### src/hw/rtl/wtos_pkg.sv
// Shared types, widths, reset values and helpers for the wheel trip
// odometer and speedometer. No dependencies.
`timescale 1ns / 1ps

package wtos_pkg;

    localparam int TRIP_WIDTH     = 40;
    localparam int INTERVAL_WIDTH = 16;

    localparam int OUT_TRIP_W = 40;
    localparam int SPEED_W    = 10;
    localparam int LEVEL_W    = 2;
    localparam int CIRC_W     = 12;
    localparam int STEP_W     = 20;
    localparam int DEAD_W     = 8;
    localparam int HOLD_W     = 16;
    localparam int LSTEP_W    = 14;
    localparam int QUIET_W    = 8;
    localparam int HELD_W     = 16;
    localparam int CFG_IDX_W  = 3;
    localparam int CFG_DATA_W = 20;

    // speed = (circ*36 + 5*E) / (10*E)
    localparam int NUM_W     = ((INTERVAL_WIDTH + 3 > 18) ? INTERVAL_WIDTH + 3 : 18) + 1;
    localparam int DEN_W     = INTERVAL_WIDTH + 4;
    localparam int DIV_CNT_W = $clog2(NUM_W + 1);

    localparam logic [SPEED_W-1:0] SPEED_MAX = '1;

    localparam logic [CIRC_W-1:0]  CIRC_RST  = CIRC_W'(1676);
    localparam logic [STEP_W-1:0]  STEP_RST  = STEP_W'(10000);
    localparam logic [DEAD_W-1:0]  WDEAD_RST = DEAD_W'(20);
    localparam logic [DEAD_W-1:0]  BDEAD_RST = DEAD_W'(30);
    localparam logic [HOLD_W-1:0]  HOLD_RST  = HOLD_W'(4000);
    localparam logic [LSTEP_W-1:0] LSTEP_RST = LSTEP_W'(1000);

    typedef enum logic [CFG_IDX_W-1:0] {
        CFG_CIRC  = 3'd0,
        CFG_STEP  = 3'd1,
        CFG_WDEAD = 3'd2,
        CFG_BDEAD = 3'd3,
        CFG_HOLD  = 3'd4,
        CFG_LSTEP = 3'd5
    } cfg_idx_t;

    typedef enum logic [3:0] {
        ST_IDLE,
        ST_PREP,
        ST_WHEEL,
        ST_DIV,
        ST_SPEED,
        ST_DOWN,
        ST_UP,
        ST_RST,
        ST_OUT
    } state_t;

    typedef struct packed {
        logic accept;
        logic prep;
        logic wheel;
        logic speed;
        logic down;
        logic up;
        logic rst_chk;
        logic out_load;
    } dp_cmd_t;

    typedef struct packed {
        logic edge_ok;
        logic btn_ok;
        logic div_busy;
        logic out_full;
    } dp_stat_t;

    function automatic logic [TRIP_WIDTH-1:0] trip_add(input logic [TRIP_WIDTH-1:0] trip,
                                                       input logic [STEP_W-1:0] amount);
        logic [TRIP_WIDTH:0] sum;
        sum = {1'b0, trip} + (TRIP_WIDTH + 1)'(amount);
        return sum[TRIP_WIDTH] ? '1 : sum[TRIP_WIDTH-1:0];
    endfunction

    function automatic logic [TRIP_WIDTH-1:0] trip_sub(input logic [TRIP_WIDTH-1:0] trip,
                                                       input logic [STEP_W-1:0] amount);
        logic [TRIP_WIDTH-1:0] amt;
        amt = TRIP_WIDTH'(amount);
        return (amt >= trip) ? '0 : trip - amt;
    endfunction

endpackage

### src/hw/rtl/wtos_div.sv
// Restoring divider, one quotient bit per cycle.
// Depends on wtos_pkg.
`timescale 1ns / 1ps

module wtos_div
    import wtos_pkg::*;
(
    input  logic             clk,
    input  logic             rst_n,
    input  logic             start,
    input  logic [NUM_W-1:0] num,
    input  logic [DEN_W-1:0] den,
    output logic             busy,
    output logic [NUM_W-1:0] quo
);

    logic [DIV_CNT_W-1:0] cnt_reg, cnt_next;
    logic                 busy_reg, busy_next;
    logic [DEN_W-1:0]     rem_reg, rem_next;
    logic [NUM_W-1:0]     quo_reg, quo_next;
    logic [DEN_W:0]       shifted;
    logic [DEN_W:0]       trial;

    always_comb
    begin
        shifted   = {rem_reg, quo_reg[NUM_W-1]};
        trial     = shifted - {1'b0, den};
        cnt_next  = cnt_reg;
        busy_next = busy_reg;
        rem_next  = rem_reg;
        quo_next  = quo_reg;
        if (start)
        begin
            cnt_next  = DIV_CNT_W'(NUM_W);
            busy_next = 1'b1;
            rem_next  = '0;
            quo_next  = num;
        end
        else if (busy_reg)
        begin
            if (shifted >= {1'b0, den})
            begin
                rem_next = trial[DEN_W-1:0];
                quo_next = {quo_reg[NUM_W-2:0], 1'b1};
            end
            else
            begin
                rem_next = shifted[DEN_W-1:0];
                quo_next = {quo_reg[NUM_W-2:0], 1'b0};
            end
            cnt_next = cnt_reg - 1'b1;
            if (cnt_reg == DIV_CNT_W'(1))
                busy_next = 1'b0;
        end
    end

    always_ff @(posedge clk or negedge rst_n)
    begin
        if (!rst_n)
        begin
            cnt_reg  <= '0;
            busy_reg <= 1'b0;
        end
        else
        begin
            cnt_reg  <= cnt_next;
            busy_reg <= busy_next;
        end
    end

    always_ff @(posedge clk)
    begin
        rem_reg <= rem_next;
        quo_reg <= quo_next;
    end

    assign busy = busy_reg;
    assign quo  = quo_reg;

endmodule

### src/hw/rtl/wtos_dp.sv
// Datapath: config registers, time counters, trip and speed state,
// speed divider and output register. Depends on wtos_pkg, wtos_div.
`timescale 1ns / 1ps

module wtos_dp
    import wtos_pkg::*;
(
    input  logic                  clk,
    input  logic                  rst_n,
    input  dp_cmd_t               cmd,
    output dp_stat_t              stat,
    input  logic                  wheel_edge,
    input  logic                  trip_up_pressed,
    input  logic                  trip_down_pressed,
    input  logic                  reset_pressed,
    input  logic                  cfg_valid,
    input  logic                  cfg_ready,
    input  logic [CFG_IDX_W-1:0]  cfg_index,
    input  logic [CFG_DATA_W-1:0] cfg_data,
    input  logic                  out_stall,
    output logic                  out_valid,
    output logic [OUT_TRIP_W-1:0] trip_distance_mm,
    output logic [SPEED_W-1:0]    speed_kmh,
    output logic [LEVEL_W-1:0]    hold_level
);

    // configuration
    logic [CIRC_W-1:0]  circ_reg;
    logic [STEP_W-1:0]  step_reg;
    logic [DEAD_W-1:0]  wdead_reg;
    logic [DEAD_W-1:0]  bdead_reg;
    logic [HOLD_W-1:0]  hold_reg;
    logic [LSTEP_W-1:0] lstep_reg;

    // latched item
    logic edge_in_reg, up_in_reg, down_in_reg, rst_in_reg;

    // state
    logic [INTERVAL_WIDTH-1:0] since_reg, since_next;
    logic [INTERVAL_WIDTH-1:0] e_reg;
    logic [QUIET_W-1:0]        quiet_reg, quiet_next;
    logic [HELD_W-1:0]         held_reg, held_next;
    logic [TRIP_WIDTH-1:0]     trip_reg, trip_next;
    logic [SPEED_W-1:0]        speed_reg, speed_next;
    logic [LEVEL_W-1:0]        level_reg, level_next;

    logic                  out_valid_reg, out_valid_next;
    logic [OUT_TRIP_W-1:0] out_trip_reg;
    logic [SPEED_W-1:0]    out_speed_reg;
    logic [LEVEL_W-1:0]    out_level_reg;

    logic [INTERVAL_WIDTH-1:0] elapsed;
    logic [QUIET_W-1:0]        quiet_inc;
    logic [HELD_W-1:0]         held_inc;
    logic [HELD_W-1:0]         held_eff;
    logic [HELD_W:0]           thr1, thr2, thr3;
    logic [NUM_W-1:0]          div_num;
    logic [DEN_W-1:0]          div_den;
    logic [NUM_W-1:0]          div_quo;
    logic                      div_busy;
    logic [63:0]               trip_ext;

    assign elapsed   = (since_reg == '1) ? since_reg : INTERVAL_WIDTH'(since_reg + 1'b1);
    assign quiet_inc = (quiet_reg == '1) ? quiet_reg : QUIET_W'(quiet_reg + 1'b1);
    assign held_inc  = (held_reg == '1) ? held_reg : HELD_W'(held_reg + 1'b1);
    assign held_eff  = rst_in_reg ? held_reg : '0;

    assign thr1 = (HELD_W + 1)'(lstep_reg);
    assign thr2 = thr1 << 1;
    assign thr3 = thr1 + thr2;

    // circ*36 + 5*E and 10*E
    assign div_num = (NUM_W'(circ_reg) << 5) + (NUM_W'(circ_reg) << 2)
                   + (NUM_W'(e_reg) << 2) + NUM_W'(e_reg);
    assign div_den = (DEN_W'(e_reg) << 3) + (DEN_W'(e_reg) << 1);

    wtos_div u_div (
        .clk   (clk),
        .rst_n (rst_n),
        .start (cmd.wheel),
        .num   (div_num),
        .den   (div_den),
        .busy  (div_busy),
        .quo   (div_quo)
    );

    always_comb
    begin
        since_next     = since_reg;
        quiet_next     = quiet_reg;
        held_next      = held_reg;
        trip_next      = trip_reg;
        speed_next     = speed_reg;
        level_next     = level_reg;
        out_valid_next = out_valid_reg && out_stall;
        if (cmd.prep)
        begin
            since_next = edge_in_reg ? '0 : elapsed;
            quiet_next = quiet_inc;
            held_next  = held_inc;
        end
        if (cmd.wheel)
            trip_next = trip_add(trip_reg, STEP_W'(circ_reg));
        if (cmd.speed)
            speed_next = (div_quo > NUM_W'(SPEED_MAX)) ? SPEED_MAX : div_quo[SPEED_W-1:0];
        if (cmd.down && down_in_reg)
        begin
            trip_next  = trip_sub(trip_reg, step_reg);
            quiet_next = '0;
        end
        if (cmd.up && up_in_reg)
        begin
            trip_next  = trip_add(trip_reg, step_reg);
            quiet_next = '0;
        end
        if (cmd.rst_chk)
        begin
            held_next = held_eff;
            if (!rst_in_reg)
                level_next = '0;
            if (trip_reg != '0 && held_eff >= hold_reg)
            begin
                trip_next  = '0;
                level_next = '0;
            end
            if ({1'b0, held_eff} > thr1)
                level_next = LEVEL_W'(1);
            if ({1'b0, held_eff} > thr2)
                level_next = LEVEL_W'(2);
            if ({1'b0, held_eff} > thr3)
                level_next = LEVEL_W'(3);
        end
        if (cmd.out_load)
            out_valid_next = 1'b1;
    end

    always_ff @(posedge clk or negedge rst_n)
    begin
        if (!rst_n)
        begin
            circ_reg      <= CIRC_RST;
            step_reg      <= STEP_RST;
            wdead_reg     <= WDEAD_RST;
            bdead_reg     <= BDEAD_RST;
            hold_reg      <= HOLD_RST;
            lstep_reg     <= LSTEP_RST;
            since_reg     <= '0;
            quiet_reg     <= '0;
            held_reg      <= '0;
            trip_reg      <= '0;
            speed_reg     <= '0;
            level_reg     <= '0;
            out_valid_reg <= 1'b0;
        end
        else
        begin
            if (cfg_valid && cfg_ready)
            begin
                unique case (cfg_idx_t'(cfg_index))
                    CFG_CIRC:  circ_reg  <= cfg_data[CIRC_W-1:0];
                    CFG_STEP:  step_reg  <= cfg_data[STEP_W-1:0];
                    CFG_WDEAD: wdead_reg <= cfg_data[DEAD_W-1:0];
                    CFG_BDEAD: bdead_reg <= cfg_data[DEAD_W-1:0];
                    CFG_HOLD:  hold_reg  <= cfg_data[HOLD_W-1:0];
                    CFG_LSTEP: lstep_reg <= cfg_data[LSTEP_W-1:0];
                    default:   ;
                endcase
            end
            since_reg     <= since_next;
            quiet_reg     <= quiet_next;
            held_reg      <= held_next;
            trip_reg      <= trip_next;
            speed_reg     <= speed_next;
            level_reg     <= level_next;
            out_valid_reg <= out_valid_next;
        end
    end

    assign trip_ext = 64'(trip_reg);

    always_ff @(posedge clk)
    begin
        if (cmd.accept)
        begin
            edge_in_reg <= wheel_edge;
            up_in_reg   <= trip_up_pressed;
            down_in_reg <= trip_down_pressed;
            rst_in_reg  <= reset_pressed;
        end
        if (cmd.prep)
            e_reg <= elapsed;
        if (cmd.out_load)
        begin
            out_trip_reg  <= trip_ext[OUT_TRIP_W-1:0];
            out_speed_reg <= speed_reg;
            out_level_reg <= level_reg;
        end
    end

    // edge_ok is read in the prep cycle, before since_reg moves
    assign stat.edge_ok  = edge_in_reg && (elapsed > INTERVAL_WIDTH'(wdead_reg));
    assign stat.btn_ok   = quiet_reg >= bdead_reg;
    assign stat.div_busy = div_busy;
    assign stat.out_full = out_valid_reg && out_stall;

    assign out_valid        = out_valid_reg;
    assign trip_distance_mm = out_trip_reg;
    assign speed_kmh        = out_speed_reg;
    assign hold_level       = out_level_reg;

endmodule

### src/hw/rtl/wtos_ctrl.sv
// Sequencer for one tick item: counters, wheel, divide, buttons, output.
// Depends on wtos_pkg.
`timescale 1ns / 1ps

module wtos_ctrl
    import wtos_pkg::*;
(
    input  logic     clk,
    input  logic     rst_n,
    input  logic     in_valid,
    output logic     in_stall,
    input  dp_stat_t stat,
    output dp_cmd_t  cmd
);

    state_t state_reg, state_next;

    always_ff @(posedge clk or negedge rst_n)
    begin
        if (!rst_n)
            state_reg <= ST_IDLE;
        else
            state_reg <= state_next;
    end

    always_comb
    begin
        state_next = state_reg;
        cmd        = '0;
        in_stall   = (state_reg != ST_IDLE);
        unique case (state_reg)
            ST_IDLE:
            begin
                if (in_valid)
                begin
                    cmd.accept = 1'b1;
                    state_next = ST_PREP;
                end
            end
            ST_PREP:
            begin
                cmd.prep   = 1'b1;
                state_next = stat.edge_ok ? ST_WHEEL : ST_DOWN;
            end
            ST_WHEEL:
            begin
                cmd.wheel  = 1'b1;
                state_next = ST_DIV;
            end
            ST_DIV:
            begin
                if (!stat.div_busy)
                    state_next = ST_SPEED;
            end
            ST_SPEED:
            begin
                cmd.speed  = 1'b1;
                state_next = ST_DOWN;
            end
            ST_DOWN:
            begin
                // inside the button dead time nothing else is handled
                if (stat.btn_ok)
                begin
                    cmd.down   = 1'b1;
                    state_next = ST_UP;
                end
                else
                    state_next = ST_OUT;
            end
            ST_UP:
            begin
                cmd.up     = 1'b1;
                state_next = ST_RST;
            end
            ST_RST:
            begin
                cmd.rst_chk = 1'b1;
                state_next  = ST_OUT;
            end
            ST_OUT:
            begin
                if (!stat.out_full)
                begin
                    cmd.out_load = 1'b1;
                    state_next   = ST_IDLE;
                end
            end
            default:
                state_next = ST_IDLE;
        endcase
    end

endmodule

### src/hw/rtl/wheel_trip_odometer_speedometer_top.sv
// Wheel trip odometer and speedometer, one item per millisecond tick.
// Each item runs IDLE, PREP, WHEEL/DIV/SPEED for a counted wheel edge,
// DOWN, then UP and RST unless inside the button dead time, then OUT; the
// bit-serial speed divider is the longest step. One item at a time.
// Reset (rst_n, async, active low): registers to their defaults, all
// counters, trip, speed and level to zero, output empty.
`timescale 1ns / 1ps

module wheel_trip_odometer_speedometer_top
    import wtos_pkg::*;
(
    input  logic                  clk,
    input  logic                  rst_n,
    // tick items
    input  logic                  in_valid,
    output logic                  in_stall,
    input  logic                  wheel_edge,
    input  logic                  trip_up_pressed,
    input  logic                  trip_down_pressed,
    input  logic                  reset_pressed,
    // results
    output logic                  out_valid,
    input  logic                  out_stall,
    output logic [OUT_TRIP_W-1:0] trip_distance_mm,
    output logic [SPEED_W-1:0]    speed_kmh,
    output logic [LEVEL_W-1:0]    hold_level,
    // register writes
    input  logic                  cfg_valid,
    output logic                  cfg_ready,
    input  logic [CFG_IDX_W-1:0]  cfg_index,
    input  logic [CFG_DATA_W-1:0] cfg_data
);

    dp_cmd_t  cmd;
    dp_stat_t stat;

    // register writes are always taken; unknown indexes are dropped
    assign cfg_ready = 1'b1;

    // controller: IDLE takes the item, then counters, wheel edge and
    // division, down/up buttons, reset hold, and the output load
    wtos_ctrl u_ctrl (
        .clk      (clk),
        .rst_n    (rst_n),
        .in_valid (in_valid),
        .in_stall (in_stall),
        .stat     (stat),
        .cmd      (cmd)
    );

    // datapath: holds all state; the output register lets the next
    // item start while a result is still stalled
    wtos_dp u_dp (
        .clk               (clk),
        .rst_n             (rst_n),
        .cmd               (cmd),
        .stat              (stat),
        .wheel_edge        (wheel_edge),
        .trip_up_pressed   (trip_up_pressed),
        .trip_down_pressed (trip_down_pressed),
        .reset_pressed     (reset_pressed),
        .cfg_valid         (cfg_valid),
        .cfg_ready         (cfg_ready),
        .cfg_index         (cfg_index),
        .cfg_data          (cfg_data),
        .out_stall         (out_stall),
        .out_valid         (out_valid),
        .trip_distance_mm  (trip_distance_mm),
        .speed_kmh         (speed_kmh),
        .hold_level        (hold_level)
    );

endmodule

### config.mk
export PLATFORM = sky130hd
export DESIGN_NAME = wheel_trip_odometer_speedometer_top
export DESIGN_NICKNAME = d
export VERILOG_FILES = /design/src/hw/rtl/wtos_pkg.sv /design/src/hw/rtl/wtos_div.sv /design/src/hw/rtl/wtos_dp.sv /design/src/hw/rtl/wtos_ctrl.sv /design/src/hw/rtl/wheel_trip_odometer_speedometer_top.sv
export SDC_FILE = /design/constraint.sdc
export NUM_CORES = 1
export LEC_CHECK = 0
export BUFFER_PORTS_ARGS = -buffer_cell sky130_fd_sc_hd__buf_4
export CORE_MARGIN = 2
export CORE_UTILIZATION = 52
export DETAILED_ROUTE_END_ITERATION = 7
export GPL_TIMING_DRIVEN = 0
export PLACE_DENSITY = 0.69
export SLEW_MARGIN = 20
export SYNTH_ARGS = -nofsm -noshare
export SYNTH_HDL_FRONTEND = slang
export SYNTH_HIERARCHICAL = 1
export SYNTH_SLANG_ARGS = --single-unit
### constraint.sdc
create_clock -name clk -period 8.7 [get_ports clk]
set_input_delay 0.435 -clock clk [delete_from_list [all_inputs] [get_ports clk]]
set_output_delay 0.435 -clock clk [all_outputs]
set_load 0.01 [all_outputs]
== Yosys cells after proc, flatten, opt, wreduce, memory -nomap -nowiden ==
Cells that the tools add are included.

* Register bits after elaboration: 293
* Input port bits: 32
* Output and inout port bits: 55
* Logic and storage cells: 144

* $add $sub $neg: 13
* Order comparisons: 9
* Equal/unequal tests: 23
* Multiplexer cells: 51
* Reduce and logical (&&, ||, !) cells: 22

{| class="wikitable"
|+ Operator list
! kind !! count
|-
| 40-bit two-way mux || 8
|-
| 16-bit two-way mux || 6
|-
| 20-bit two-way mux || 3
|-
| 40-bit by 12-bit adder with 41-bit output || 1
|-
| 40-bit by 20-bit adder with 41-bit output || 1
|-
| 20-bit by 40-bit >= comparator with 1-bit output || 1
|-
| 40-bit nonzero test || 1
|-
| 40-bit by 20-bit subtractor with 40-bit output || 1
|-
| 4-bit one-hot mux with 9 select lines || 1
|-
| 16-bit by 1-bit adder with 16-bit output (second input constant) || 2
|-
| 16-bit equality test (second input constant) || 2
|-
| 8-bit two-way mux || 4
|-
| 21-bit by 20-bit >= comparator with 1-bit output || 1
|-
| 19-bit by 17-bit adder with 20-bit output || 1
|-
| 20-bit by 16-bit adder with 20-bit output || 1
|-
| 20-bit by 18-bit adder with 20-bit output || 1
|-
| 20-bit by 10-bit > comparator with 1-bit output (second input constant) || 1
|-
| 20-bit subtractor || 1
|-
| 17-bit by 14-bit adder with 18-bit output || 1
|-
| 2-bit AND reduction || 9
|-
| 16-bit by 17-bit > comparator with 1-bit output || 1
|-
| 14-bit by 15-bit adder with 16-bit output || 1
|-
| 4-bit by 3-bit equality test with 1-bit output (second input constant) || 4
|-
| 16-bit >= comparator || 1
|-
| other kinds (30) || 64
|}

== Longest topological paths before layout ==
Gate-level depths: netlist (run 1).

* Depth in word-level cells: 8
* Mapped depth: 23
* Gate-level depth less buffers: 21

== Cells and area by module ==
The synthesis (run 1) kept the hierarchy.

{| class="wikitable"
|+ Modules (own cells, without submodules)
! module !! instances !! cells an instance !! area an instance (um^2) !! seq. area each (um^2)
|-
| wtos_dp || 1 || 1,931 || 18,156.2 || 6,476.2
|-
| wtos_div || 1 || 359 || 3,274.4 || 1,151.1
|-
| wtos_ctrl || 1 || 40 || 312.8 || 100.1
|-
| wheel_trip_odometer_speedometer_top || 1 || 2 || 11.3 || 0.0
|}

== Worst setup path after synthesis (run 1) ==
No wires, ideal clock.

* Path kind: register to register
* Start point: reg u_dp.e_reg[0]
* End point: reg u_dp.u_div.quo_reg[0] (netlist: u_dp/u_div/quo[0]), data pin
* Library setup time: 0.260 ns
* Arrival: 4.035 ns
* Required time: 8.440 ns
* Slack: 4.405 ns
* Cell stages (with the launch flop): 21
* Buffers on the path: 2
* Period minus slack after synthesis: 4.295 ns
* Path through: edfxtp_1 ha_1 inv_1 fa_1 nor2b_1 o21ai_0 a21boi_0 o21ai_0 a21oi_1 a211oi_1 o31ai_1 a21o_1 xor2_1 inv_1 ha_1 a21o_1 a211o_1 or3_1 buf_6 buf_8 mux2_2

* Cells in the longest elaborated chain, start to end: 5
* Elaborated cells on any way between the ends: 6
* Classes of those cells: add/sub (2); order compare (1); mux (3)

{| class="wikitable"
|+ RTL lines
! what !! line !! source
|-
| from (decl) || wtos_dp.sv:40 || <nowiki>logic [INTERVAL_WIDTH-1:0] e_reg;</nowiki>
|-
| from (signal assigned) || wtos_dp.sv:191 || <nowiki>e_reg <= elapsed;</nowiki>
|-
| 19-bit by 17-bit adder with 20-bit output || wtos_dp.sv:75 || <nowiki>assign div_den = (DEN_W'(e_reg) << 3) + (DEN_W'(e_reg) << 1);</nowiki>
|-
| net u_dp.div_den[17] || wtos_dp.sv:58 || <nowiki>logic [DEN_W-1:0] div_den;</nowiki>
|-
| 21-bit by 20-bit >= comparator with 1-bit output || wtos_div.sv:41 || <nowiki>if (shifted >= {1'b0, den})</nowiki>
|-
| 1-bit two-way mux || wtos_div.sv:41 ||
|-
| 20-bit two-way mux || wtos_div.sv:39 || <nowiki>else if (busy_reg)</nowiki>
|-
| 20-bit two-way mux || wtos_div.sv:32 || <nowiki>if (start)</nowiki>
|-
| net u_dp.u_div.quo_next[0] || wtos_div.sv:20 || <nowiki>logic [NUM_W-1:0] quo_reg, quo_next;</nowiki>
|-
| to (signal assigned) || wtos_div.sv:74 || <nowiki>quo_reg <= quo_next;</nowiki>
|-
| to (decl) || wtos_div.sv:20 ||
|}

The timed path passes the listed nets, and every way through them passes these cells. The select of a mux whose other input is x is not followed.
A chain may end at the register's enable or synchronous reset.

== Worst setup path after layout (run 1) ==
Same ends and word-level chain as after synthesis.

==> impl_metrics.csv, run 1 <==
group,metric,value,unit
run_status,status,"finished clean",
finish,layout.nets,2728,
floorplanning,die_y,209,um
detailed_routing,post-route-drc-count,0,
finish,fillers,3634,
critical_path,required,9.00,ns
detailed_routing,vias,18600,
synth,synth_commonest_cells,"ha_1 (202), nand2_1 (180), dfrtp_1 (153), inv_1 (151), nor2_1 (149)",
detailed_routing,ant_nets,0,
critical_path,endpoint_kind,"register",
detailed_routing,drtIter0Drc,1462,
sta,finalSetupViolations,0,
clocking,clkLatencyLatePin,0.57,ns
finish,final_util,59.5,%
synth,synthCells,2332,
grt,grtUsageTotal,29.2,%
synth,synth_top_area_share,17.6,%
clocking,root_buffer,"clkbuf_16",
detailed_routing,drt-total-wl,63700,um
floorplanning,die_w,209,um
grt,grt_max_degree,78,
floorplanning,die_area,43500,um^2
sta,tightestPinTransition,1.19,ns
job,max_cap_viol_count,0,
critical_path,crit_type,"reg2reg",
synth,synth_area_leaders,"dfrtp_1 (18%), edfxtp_1 (13%), ha_1 (12%)",
placement,hpwlAfterDp,48000,um
placement,dp.cells,2957,
power_and_ir_drop,peakVddDrop,0.000212,V
finish,synthToLayoutAreaGrowth,12.4,%
sta,max_clock_freq,0.203,GHz
synth,synthFlopType,"dfrtp_1",
sta,hold_viol_final,0,
detailed_routing,first_pass_iters,5,
synth,netlist_area,21800,um^2
detailed_routing,vias_per_cell,6.15,
detailed_routing,routedWlPerCell,21.1,um
power_and_ir_drop,fin_total_pwr,10.2,mW
critical_path,endpoint,"u_dp/u_div/quo[0]$_DFFE_PP_",
clocking,htree_levels,2,
critical_path,r2r_setup_slack,3.77,ns
power_and_ir_drop,power_density,418,nW/um^2
sta,slew_viol_final,0,
critical_path,ff2ff_path_depth,20,
clocking,cts_tree,"done",
sta,tns,0,ns
critical_path,timing.rr.start,"u_dp/e_reg[0]$_DFFE_PP_",
synth,yosys.area.top_type,"dfrtp_1",
clocking,clock-sinks,293,
sta,rsz0062_at_grt,"no",
critical_path,r2r-end,"u_dp/u_div/quo[0]$_DFFE_PP_",
grt,antenna_found_initial,0,
placement,place.gp.congestion,0.954,
clocking,clock_path_buffers,3,
critical_path,worstSetupStartpoint,"u_dp/e_reg[0]$_DFFE_PP_",
critical_path,cp.arrival,5.22,ns
clocking,clk_pin_slew,0.06,ns
synth,ys_ff_latch,293,
floorplanning,placeableCoreArea,41100,um^2
clocking,cts_resized,0,
grt,grt_pass1_wl,100000,um
sta,fin_worst_skew,0.0225,ns
sta,max_slew_margin,19.8,%
floorplanning,initial_core_util,52.9,%
power_and_ir_drop,leakage,10.6,nW
sta,period_share,56.6,%
sta,finalHoldWorstSlack,0.0502,ns
sta,fin_crit,4.93,ns
synth,yosysWarnings,6,
synth,ys_types,99,
clocking,cts_made_buffers,36,
min_path,hold_class,"in2reg",
critical_path,worstSetupStartpointType,"register",
floorplanning,num_io_pins,87,
critical_path,cp_max_fo,10,
synth,avgSynthCellArea,9.33,um^2
finish,final_layout_size_suffix_gt1_share,13.4,%
grt,overflow,0,
placement,io_buffers,85,
grt,grt_pass1_vias,18100,
synth,synthArstFlopShare,61.8,%
synth,yosysSeqAreaShare,35.5,%
clocking,cts_hold_buffers,1,
finish,diodes,0,
floorplanning,rows,74,
synth,synth_edf_count,92,
finish,instances_no_fill,3024,
synth,synth.most_common_cell,"ha_1",
clocking,postCtsSetupBuffers,0,
[power breakdown]
part	leakage [nW]	switching [mW]	internal [mW]
Clock	0.622	0.630	0.953
Sequential	3.18	0.466	1.88
Combinational	6.81	3.71	2.57
[critical path: stages (launching register included)]
cell and delay [ns]:
edfxtp_1 0.52, ha_1 0.24, inv_1 0.06, fa_1 0.39, nor2b_1 0.13, o21ai_0 0.10, a21boi_0 0.25, o21ai_0 0.15
a21oi_1 0.25, a211oi_1 0.14, o31ai_1 0.26, a21o_1 0.18, xor2_1 0.15, inv_1 0.06, ha_1 0.24, a21o_1 0.17
a211o_1 0.38, or3_1 0.41, buf_6 0.16, buf_8 0.16, mux2_2 0.26
[layer usage]
metal	global-route usage, %	share of wire (%)
met1	41.0	45
met2	46.3	46
met3	3.85	6.1
met4	10.3	3.1
met5	0	0
[worst min path at each step]
stage	startpoint	cells past startpoint	end	slack [ns]
after CTS	wheel_edge	1	u_dp/edge_in_reg$_DFFE_PP_	0.02
after detailed placement	rst_n	1	u_dp/u_div/cnt_reg[0]$_DFFE_PN0P_	0.33
after floorplan	rst_n	0	u_ctrl/state_reg[0]$_DFFE_PN0P_	0.14
final	wheel_edge	1	u_dp/edge_in_reg$_DFFE_PP_	0.05
after global placement	u_dp/trip_reg[34]$_DFF_PN0_	0	u_dp/trip_distance_mm[34]$_DFFE_PP_	0.42
after global routing	wheel_edge	1	u_dp/edge_in_reg$_DFFE_PP_	0.04
[cell type report]
class                      instances  area [um^2]  area share [%]
sequential                       293         7730            31.6
inverter                         152          571            2.33
buffer                           105          473            1.93
multi-input combinational       1784        13000            53.2
tap                              532          666            2.72
timing repair buffer              92          751            3.07
clock inverter                    25          285            1.17
clock buffer                      41          961            3.93
[logic make-up (layout without fill, tap and decap cells)]
logic type	count (synthesis)	in the layout	synth area share, %
fa+ha+maj	232	232	14.4
mux	81	81	4.09
flops	293	293	35.5
buf+inv	257	415	4.80
compound gates	625	625	19.3
simple gates	707	707	16.5
xor+xnor	135	135	5.44
other cells	2	4	0.0345
[stage by stage]
step / worst slack [ns] / area, um^2
3_5_place_dp: 3.84 / 23200
5_1_grt: 3.45 / 24400
2_1_floorplan: 4.41 / 21800
6_report: 3.77 / 24400
4_1_cts: 3.77 / 24400
3_3_place_gp: 3.27 / 23100
[placed cells by master (no fill, tap or decap), types with 31 or more instances in the layout]
cell       count
buf_2         34
edfxtp_1      92
dfrtp_1      153
xor2_1        50
nand2_1      180
clkbuf_16     37
a21oi_1      135
nand3_1       76
nand4_1       31
inv_1        151
nand2b_1      32
a21o_1        49
xnor2_1       85
clkbuf_1      62
o21ai_0      146
or3_1         32
and3_1        31
mux2_2        63
buf_4         89
ha_1         202
a211oi_1      37
nor2_1       149
nor3_1        46
No activity file was read; power rests on OpenSTA's default activity.
==> inputs of run 2 (changes only) <==
--- a/config.mk
+++ b/config.mk
@@ -5,12 +5,13 @@
 export SDC_FILE = /design/constraint.sdc
 export NUM_CORES = 1
 export LEC_CHECK = 0
+export ABC_AREA = 1
 export BUFFER_PORTS_ARGS = -buffer_cell sky130_fd_sc_hd__buf_4
 export CORE_MARGIN = 2
 export CORE_UTILIZATION = 52
 export DETAILED_ROUTE_END_ITERATION = 7
 export GPL_TIMING_DRIVEN = 0
-export PLACE_DENSITY = 0.69
+export PLACE_DENSITY = 0.71
 export SLEW_MARGIN = 20
 export SYNTH_ARGS = -nofsm -noshare
 export SYNTH_HDL_FRONTEND = slang
==> constraint.sdc (replaced) <==
create_clock -name clk -period 4.4 [get_ports clk]
set_input_delay 0.22 -clock clk [delete_from_list [all_inputs] [get_ports clk]]
set_output_delay 0.22 -clock clk [all_outputs]
set_load 0.01 [all_outputs]
==> run 2 against run 1 <==
Utilization fell by 0.51 points. Clock power rose by 92%. Flip-flop and latch count did not move. Power rose by 110%. Hold slack got worse by 0.0041 ns. Synthesized cell count rose by 51%. Worst setup slack got worse by 3.4 ns. Critical path depth rose by 1. Highest routed layer unchanged. Wire length rose by 24%.
==> impl_metrics.csv, run 2 <==
group,metric,value,unit
grt,grt_pass1_wl,122000,um
sta,fin_worst_skew,0.0207,ns
critical_path,cp_max_fo,10,
critical_path,worstSetupStartpointType,"register",
floorplanning,die_w,221,um
synth,synth_area_leaders,"nand2_1 (16%), dfrtp_1 (16%), edfxtp_1 (11%)",
detailed_routing,vias,23400,
floorplanning,placeableCoreArea,46600,um^2
critical_path,cp.arrival,4.31,ns
grt,overflow,0,
clocking,clock-sinks,293,
synth,synth_edf_count,92,
placement,hpwlAfterDp,62600,um
clocking,htree_levels,2,
finish,final_layout_size_suffix_gt1_share,8.92,%
detailed_routing,vias_per_cell,5.46,
critical_path,worstSetupStartpoint,"u_dp/e_reg[3]$_DFFE_PP_",
critical_path,worstPathCellList,"ha_1, nand2_1, nor2_1, a211oi_1, o21bai_1, a21boi_0, o21ai_0, nand2_1, nand3_1, nand2_1, inv_1, ha_1, nand2_1, inv_1, nand2_1, nor2_1, nand2_1, nand2_1, nor2_2, buf_4, a31oi_1",
floorplanning,initial_core_util,52.8,%
detailed_routing,first_pass_iters,5,
clocking,cts_resized,0,
synth,synthArstFlopShare,61.8,%
detailed_routing,drt-total-wl,78700,um
synth,ys_ff_latch,293,
finish,diodes,0,
placement,dp.cells,4216,
finish,instances_no_fill,4295,
synth,yosysSeqAreaShare,31.5,%
sta,tightestPinTransition,1.02,ns
synth,synth.most_common_cell,"nand2_1",
synth,ys_types,63,
detailed_routing,post-route-drc-count,0,
placement,io_buffers,85,
power_and_ir_drop,fin_total_pwr,21.9,mW
grt,antenna_found_initial,1,
clocking,cts_tree,"done",
clocking,clock_path_buffers,3,
critical_path,cp_slowest_cell,"edfxtp_1",
min_path,min-delay-start,"cfg_data[8]",
floorplanning,rows,79,
sta,slew_viol_final,0,
grt,grt_max_degree,94,
sta,finalHoldWorstSlack,0.0461,ns
critical_path,path_common_cell,"nand2_1",
critical_path,cp_top_family,"compound AO/OA/AOI/OAI gates",
synth,avgSynthCellArea,6.99,um^2
critical_path,critPathMaxStageDelay,0.52,ns
sta,fin_crit,4.02,ns
critical_path,endpoint_kind,"register",
power_and_ir_drop,power_density,797,nW/um^2
synth,synth_commonest_cells,"nand2_1 (1,073), inv_1 (528), nand3_1 (268), nor2_1 (254), ha_1 (202)",
synth,synth_top_area_share,16.4,%
power_and_ir_drop,leakage,14.2,nW
sta,hold_viol_final,0,
clocking,clk_pin_slew,0.06,ns
finish,final_util,58.9,%
placement,pre_cts_slack,0.261,ns
power_and_ir_drop,peakVddDrop,0.000735,V
clocking,cts_made_buffers,36,
sta,max_slew_margin,31.4,%
synth,yosysWarnings,6,
placement,place.gp.congestion,1.02,
critical_path,path_buf_inv,3,
finish,synthToLayoutAreaGrowth,11.7,%
critical_path,timing.rr.start,"u_dp/e_reg[3]$_DFFE_PP_",
detailed_routing,ant_nets,0,
synth,synthFlopType,"dfrtp_1",
clocking,clkLatencyLatePin,0.57,ns
grt,grt_pass1_vias,21700,
sta,setup_ws,0.379,ns
grt,grtUsageTotal,31.9,%
sta,tns,0,ns
clocking,root_buffer,"clkbuf_16",
finish,layout.nets,3925,
floorplanning,die_y,221,um
synth,synthCells,3516,
min_path,hold_class,"in2reg",
sta,finalSetupViolations,0,
synth,netlist_area,24600,um^2
sta,rsz0062_at_grt,"no",
finish,mostFrequentLayoutCells,"nand2_1 (1,073), inv_1 (528), nand3_1 (268)",
detailed_routing,routedWlPerCell,18.3,um
sta,max_clock_freq,0.249,GHz
placement,placed_area,26100,um^2
floorplanning,num_io_pins,87,
critical_path,crit_type,"reg2reg",
critical_path,required,4.69,ns
finish,layout_commonest_cell,"nand2_1",
run_status,status,"finished clean",
synth,yosys.area.top_type,"nand2_1",
detailed_routing,drtIter0Drc,2109,
floorplanning,die_area,49000,um^2
job,max_cap_viol_count,0,
sta,period_share,91.4,%
finish,design_area,27400,um^2
-- run 2: changes by cell type after synthesis, moves of 48 or more --
cell and delta:
a21o_1 -48, nand3_1 +192, nand2_1 +893, xnor2_1 -58
mux2_2 -62, nor2_1 +105, inv_1 +377
-- run 2: routing by layer --
layer | part of all wire [%] | track usage, % | vias to the layer above | routed length [um]
li1 | - | - | 11600 | -
met1 | 46 | 46.1 | 10900 | 35900
met2 | 42 | 47.8 | 833 | 33300
met3 | 9.5 | 7.48 | 116 | 7480
met4 | 2.6 | 8.42 | 0 | 2060
met5 | 0 | 0 | - | 0
-- run 2: cell families after synthesis --
group / share of synthesized area, %
buf+inv: 10.3
fa+ha+maj: 12.7
mux: 0.209
compound gates: 9.49
other cells: 0.0306
simple gates: 32.5
xor+xnor: 3.35
flops: 31.5
-- run 2: area by class of cell --
class | instances | area, um^2
Fill cell | 4628 | 19100
Multi-Input combinational cell | 2599 | 14300
Sequential cell | 293 | 7730
Inverter | 544 | 2040
Clock buffer | 48 | 1010
Timing Repair Buffer | 106 | 901
Tap cell | 607 | 759
Buffer | 81 | 482
Clock inverter | 17 | 184
-- run 2: repair_timing --
item,in CTS,in global routing
hold endpoints to repair,92,0
setup buffers,0,1
hold buffers,13,0
setup endpoints to repair,0,20
-- run 2: worst reg2reg max path, cell delays in order (launching register included) --
cell	delay, ns
edfxtp_1	0.52
ha_1	0.40
nand2_1	0.08
nor2_1	0.04
a211oi_1	0.38
o21bai_1	0.16
a21boi_0	0.29
o21ai_0	0.19
nand2_1	0.11
nand3_1	0.06
nand2_1	0.09
inv_1	0.06
ha_1	0.36
nand2_1	0.14
inv_1	0.05
nand2_1	0.06
nor2_1	0.05
nand2_1	0.05
nand2_1	0.05
nor2_2	0.24
buf_4	0.25
a31oi_1	0.11
-- run 2: final timing paths --
kind,end,cells past startpoint,slack (ns)
worst max-delay path,u_dp/u_div/quo[0]$_DFFE_PP_,21,0.38
worst max register to register,u_dp/u_div/quo[0]$_DFFE_PP_,21,0.38
worst min-delay path,u_dp/circ_reg[8]$_DFFE_PN0P_,3,0.05
worst min register to register,u_dp/trip_distance_mm[36]$_DFFE_PP_,0,0.44
max in group asynchronous,u_dp/trip_reg[29]$_DFF_PN0_,4,3.30
min in group asynchronous,u_dp/held_reg[8]$_DFFE_PN0P_,3,0.25
-- run 2: power breakdown --
group | total (mW) | internal [mW] | switching [mW]
Combinational | 13.9 | 4.91 | 8.96
Clock | 3.04 | 1.79 | 1.25
Sequential | 4.96 | 3.82 | 1.14
Total | 21.9 | 10.5 | 11.4
==> inputs of run 3 (changes only) <==
--- a/config.mk
+++ b/config.mk
@@ -7,7 +7,7 @@
 export LEC_CHECK = 0
 export ABC_AREA = 1
 export BUFFER_PORTS_ARGS = -buffer_cell sky130_fd_sc_hd__buf_4
-export CORE_MARGIN = 2
+export CORE_MARGIN = 3
 export CORE_UTILIZATION = 52
 export DETAILED_ROUTE_END_ITERATION = 7
 export GPL_TIMING_DRIVEN = 0
==> run 3 against run 2 <==
Sequential share of layout area rose by 0.15 points. Flip-flop and latch count did not move. Global-route usage fell by 1.0 points.
==> impl_metrics.csv, run 3 (same netlist as run 2, synthesis figures left out) <==
group,metric,value,unit
clocking,clk_pin_slew,0.06,ns
placement,io_buffers,85,
detailed_routing,met3WireLength,8050,um
grt,grt_max_degree,87,
critical_path,endpoint_kind,"register",
sta,finalSetupViolations,0,
finish,final_layout_size_suffix_gt1_share,8.83,%
grt,grtUsageTotal,30.9,%
critical_path,r2r_setup_slack,0.43,ns
floorplanning,rows,79,
detailed_routing,drt-met1-wl,35200,um
grt,overflow,0,
sta,tightestPinTransition,1.01,ns
critical_path,crit_type,"reg2reg",
job,max_cap_viol_count,0,
detailed_routing,routed.top_layer,"met4",
power_and_ir_drop,power_density,792,nW/um^2
clocking,cts_made_buffers,35,
detailed_routing,drt-total-wl,77700,um
clocking,clock_path_buffers,3,
sta,rsz0062_at_grt,"no",
floorplanning,num_io_pins,87,
critical_path,cp_max_fo,10,
grt,antenna_found_initial,1,
placement,hpwlAfterDp,61600,um
detailed_routing,vias,23400,
clocking,clock-sinks,293,
sta,max_slew_margin,32.3,%
sta,setup_ws,0.428,ns
sta,fin_crit,3.97,ns
detailed_routing,first_pass_iters,6,
sta,fin_worst_skew,0.0185,ns
detailed_routing,ant_nets,0,
clocking,root_buffer,"clkbuf_16",
clocking,clkLatencyLatePin,0.56,ns
floorplanning,die_area,49900,um^2
sta,period_share,90.3,%
detailed_routing,met2_length,32500,um
finish,synthToLayoutAreaGrowth,11.1,%
detailed_routing,routedWlPerCell,18.1,um
finish,final_util,58.5,%
floorplanning,die_y,223,um
detailed_routing,vias_per_cell,5.46,
finish,mostFrequentLayoutCells,"nand2_1 (1,073), inv_1 (528), nand3_1 (268)",
power_and_ir_drop,leakage,14.1,nW
floorplanning,initial_core_util,52.7,%
power_and_ir_drop,peakVddDrop,0.000396,V
sta,slew_viol_final,0,
grt,grt_pass1_wl,120000,um
placement,place.gp.congestion,1.04,
detailed_routing,drtIter0Drc,2079,
min_path,hold_class,"in2reg",
finish,layout_commonest_cell,"nand2_1",
finish,diodes,0,
detailed_routing,post-route-drc-count,0,
finish,layout.nets,3921,
clocking,htree_levels,2,
sta,max_clock_freq,0.252,GHz
critical_path,cp.arrival,4.38,ns
grt,grt_pass1_vias,21500,
placement,pre_cts_slack,0.260,ns
sta,hold_viol_final,0,
floorplanning,placeableCoreArea,46700,um^2
run_status,status,"finished clean",
floorplanning,die_w,223,um
critical_path,required,4.80,ns
critical_path,worstSetupStartpointType,"register",
clocking,cts_tree,"done",
[run 3: changes by cell type in the layout (fill, tap and decap cells not counted), moves of 2 or more]
cell,previous run,this run
dlygate4sd3_1,13,10
bufinv_16,3,1
clkbuf_8,6,4
o21ai_0,192,190
o21ai_1,11,13
[run 3: worst max-delay path, stage by stage (launching register included)]
cell and delay (ns):
edfxtp_1 0.49, ha_1 0.38, a21oi_1 0.17, nand2_1 0.10
a21oi_1 0.23, o21ai_1 0.15, a21boi_0 0.29, o21ai_0 0.19
xor2_1 0.16, inv_1 0.06, ha_1 0.37, a21oi_1 0.27
inv_1 0.07, nand2_1 0.08, a21oi_1 0.07, nor2_2 0.27
buf_4 0.25, nand3_1 0.09, nand3_1 0.08, o21ai_1 0.06
[run 3: what timing repair did]
item | CTS | global route
setup buffers | 0 | 1
endpoints found under the hold margin | 162 | 0
setup endpoints to repair | 0 | 21
hold buffers | 10 | 0
resized for setup | 0 | 3
[run 3: cell type report]
class,instances,area (um^2)
buffer,81,482
clock buffer,45,953
clock inverter,17,125
fill,4566,19400
inverter,544,2040
multi-input combinational,2599,14300
sequential,293,7730
tap,607,759
timing repair buffer,103,871
[run 3: worst paths after layout]
check	end	depth (start not counted)	from
max in group asynchronous	u_dp/hold_reg[11]$_DFFE_PN1P_	3	rst_n
worst max register to register	u_dp/u_div/rem_reg[8]$_SDFFE_PP0P_	19	u_dp/e_reg[4]$_DFFE_PP_
worst min-delay path	u_dp/step_reg[15]$_DFFE_PN0P_	3	cfg_data[15]
worst min register to register	u_dp/speed_kmh[0]$_DFFE_PP_	0	u_dp/speed_reg[0]$_DFFE_PN0P_
min in group asynchronous	u_dp/trip_reg[19]$_DFF_PN0_	2	rst_n
worst max-delay path	u_dp/u_div/rem_reg[8]$_SDFFE_PP0P_	19	u_dp/e_reg[4]$_DFFE_PP_
[run 3: per-layer routing]
metal,vias up,GRT usage (%)
li1,11600,-
met1,10800,45.0
met2,916,46.1
met3,108,7.54
met4,0,8.15
met5,-,0
[run 3: per-stage QoR]
step	area [um^2]	instances	hold WS [ns]	power, mW	TNS, ns
finish	27300	4289	0.0122	21.6	0
CTS	27300	4288	0.00405	21.4	0
global route	27300	4289	0.0415	23.7	0
detailed placement	26100	4216	0.0542	18.5	0
floorplan	24600	3517	-0.0756	14.8	0
global placement	26000	4209	0.398	18.3	-71.01
[run 3: power by group]
group / total (mW) / internal (mW) / leakage [nW] / switching, mW
sequential: 4.93 / 3.82 / 3.21 / 1.12
clock: 2.81 / 1.60 / 0.527 / 1.21
combinational: 13.9 / 4.92 / 10.4 / 8.96
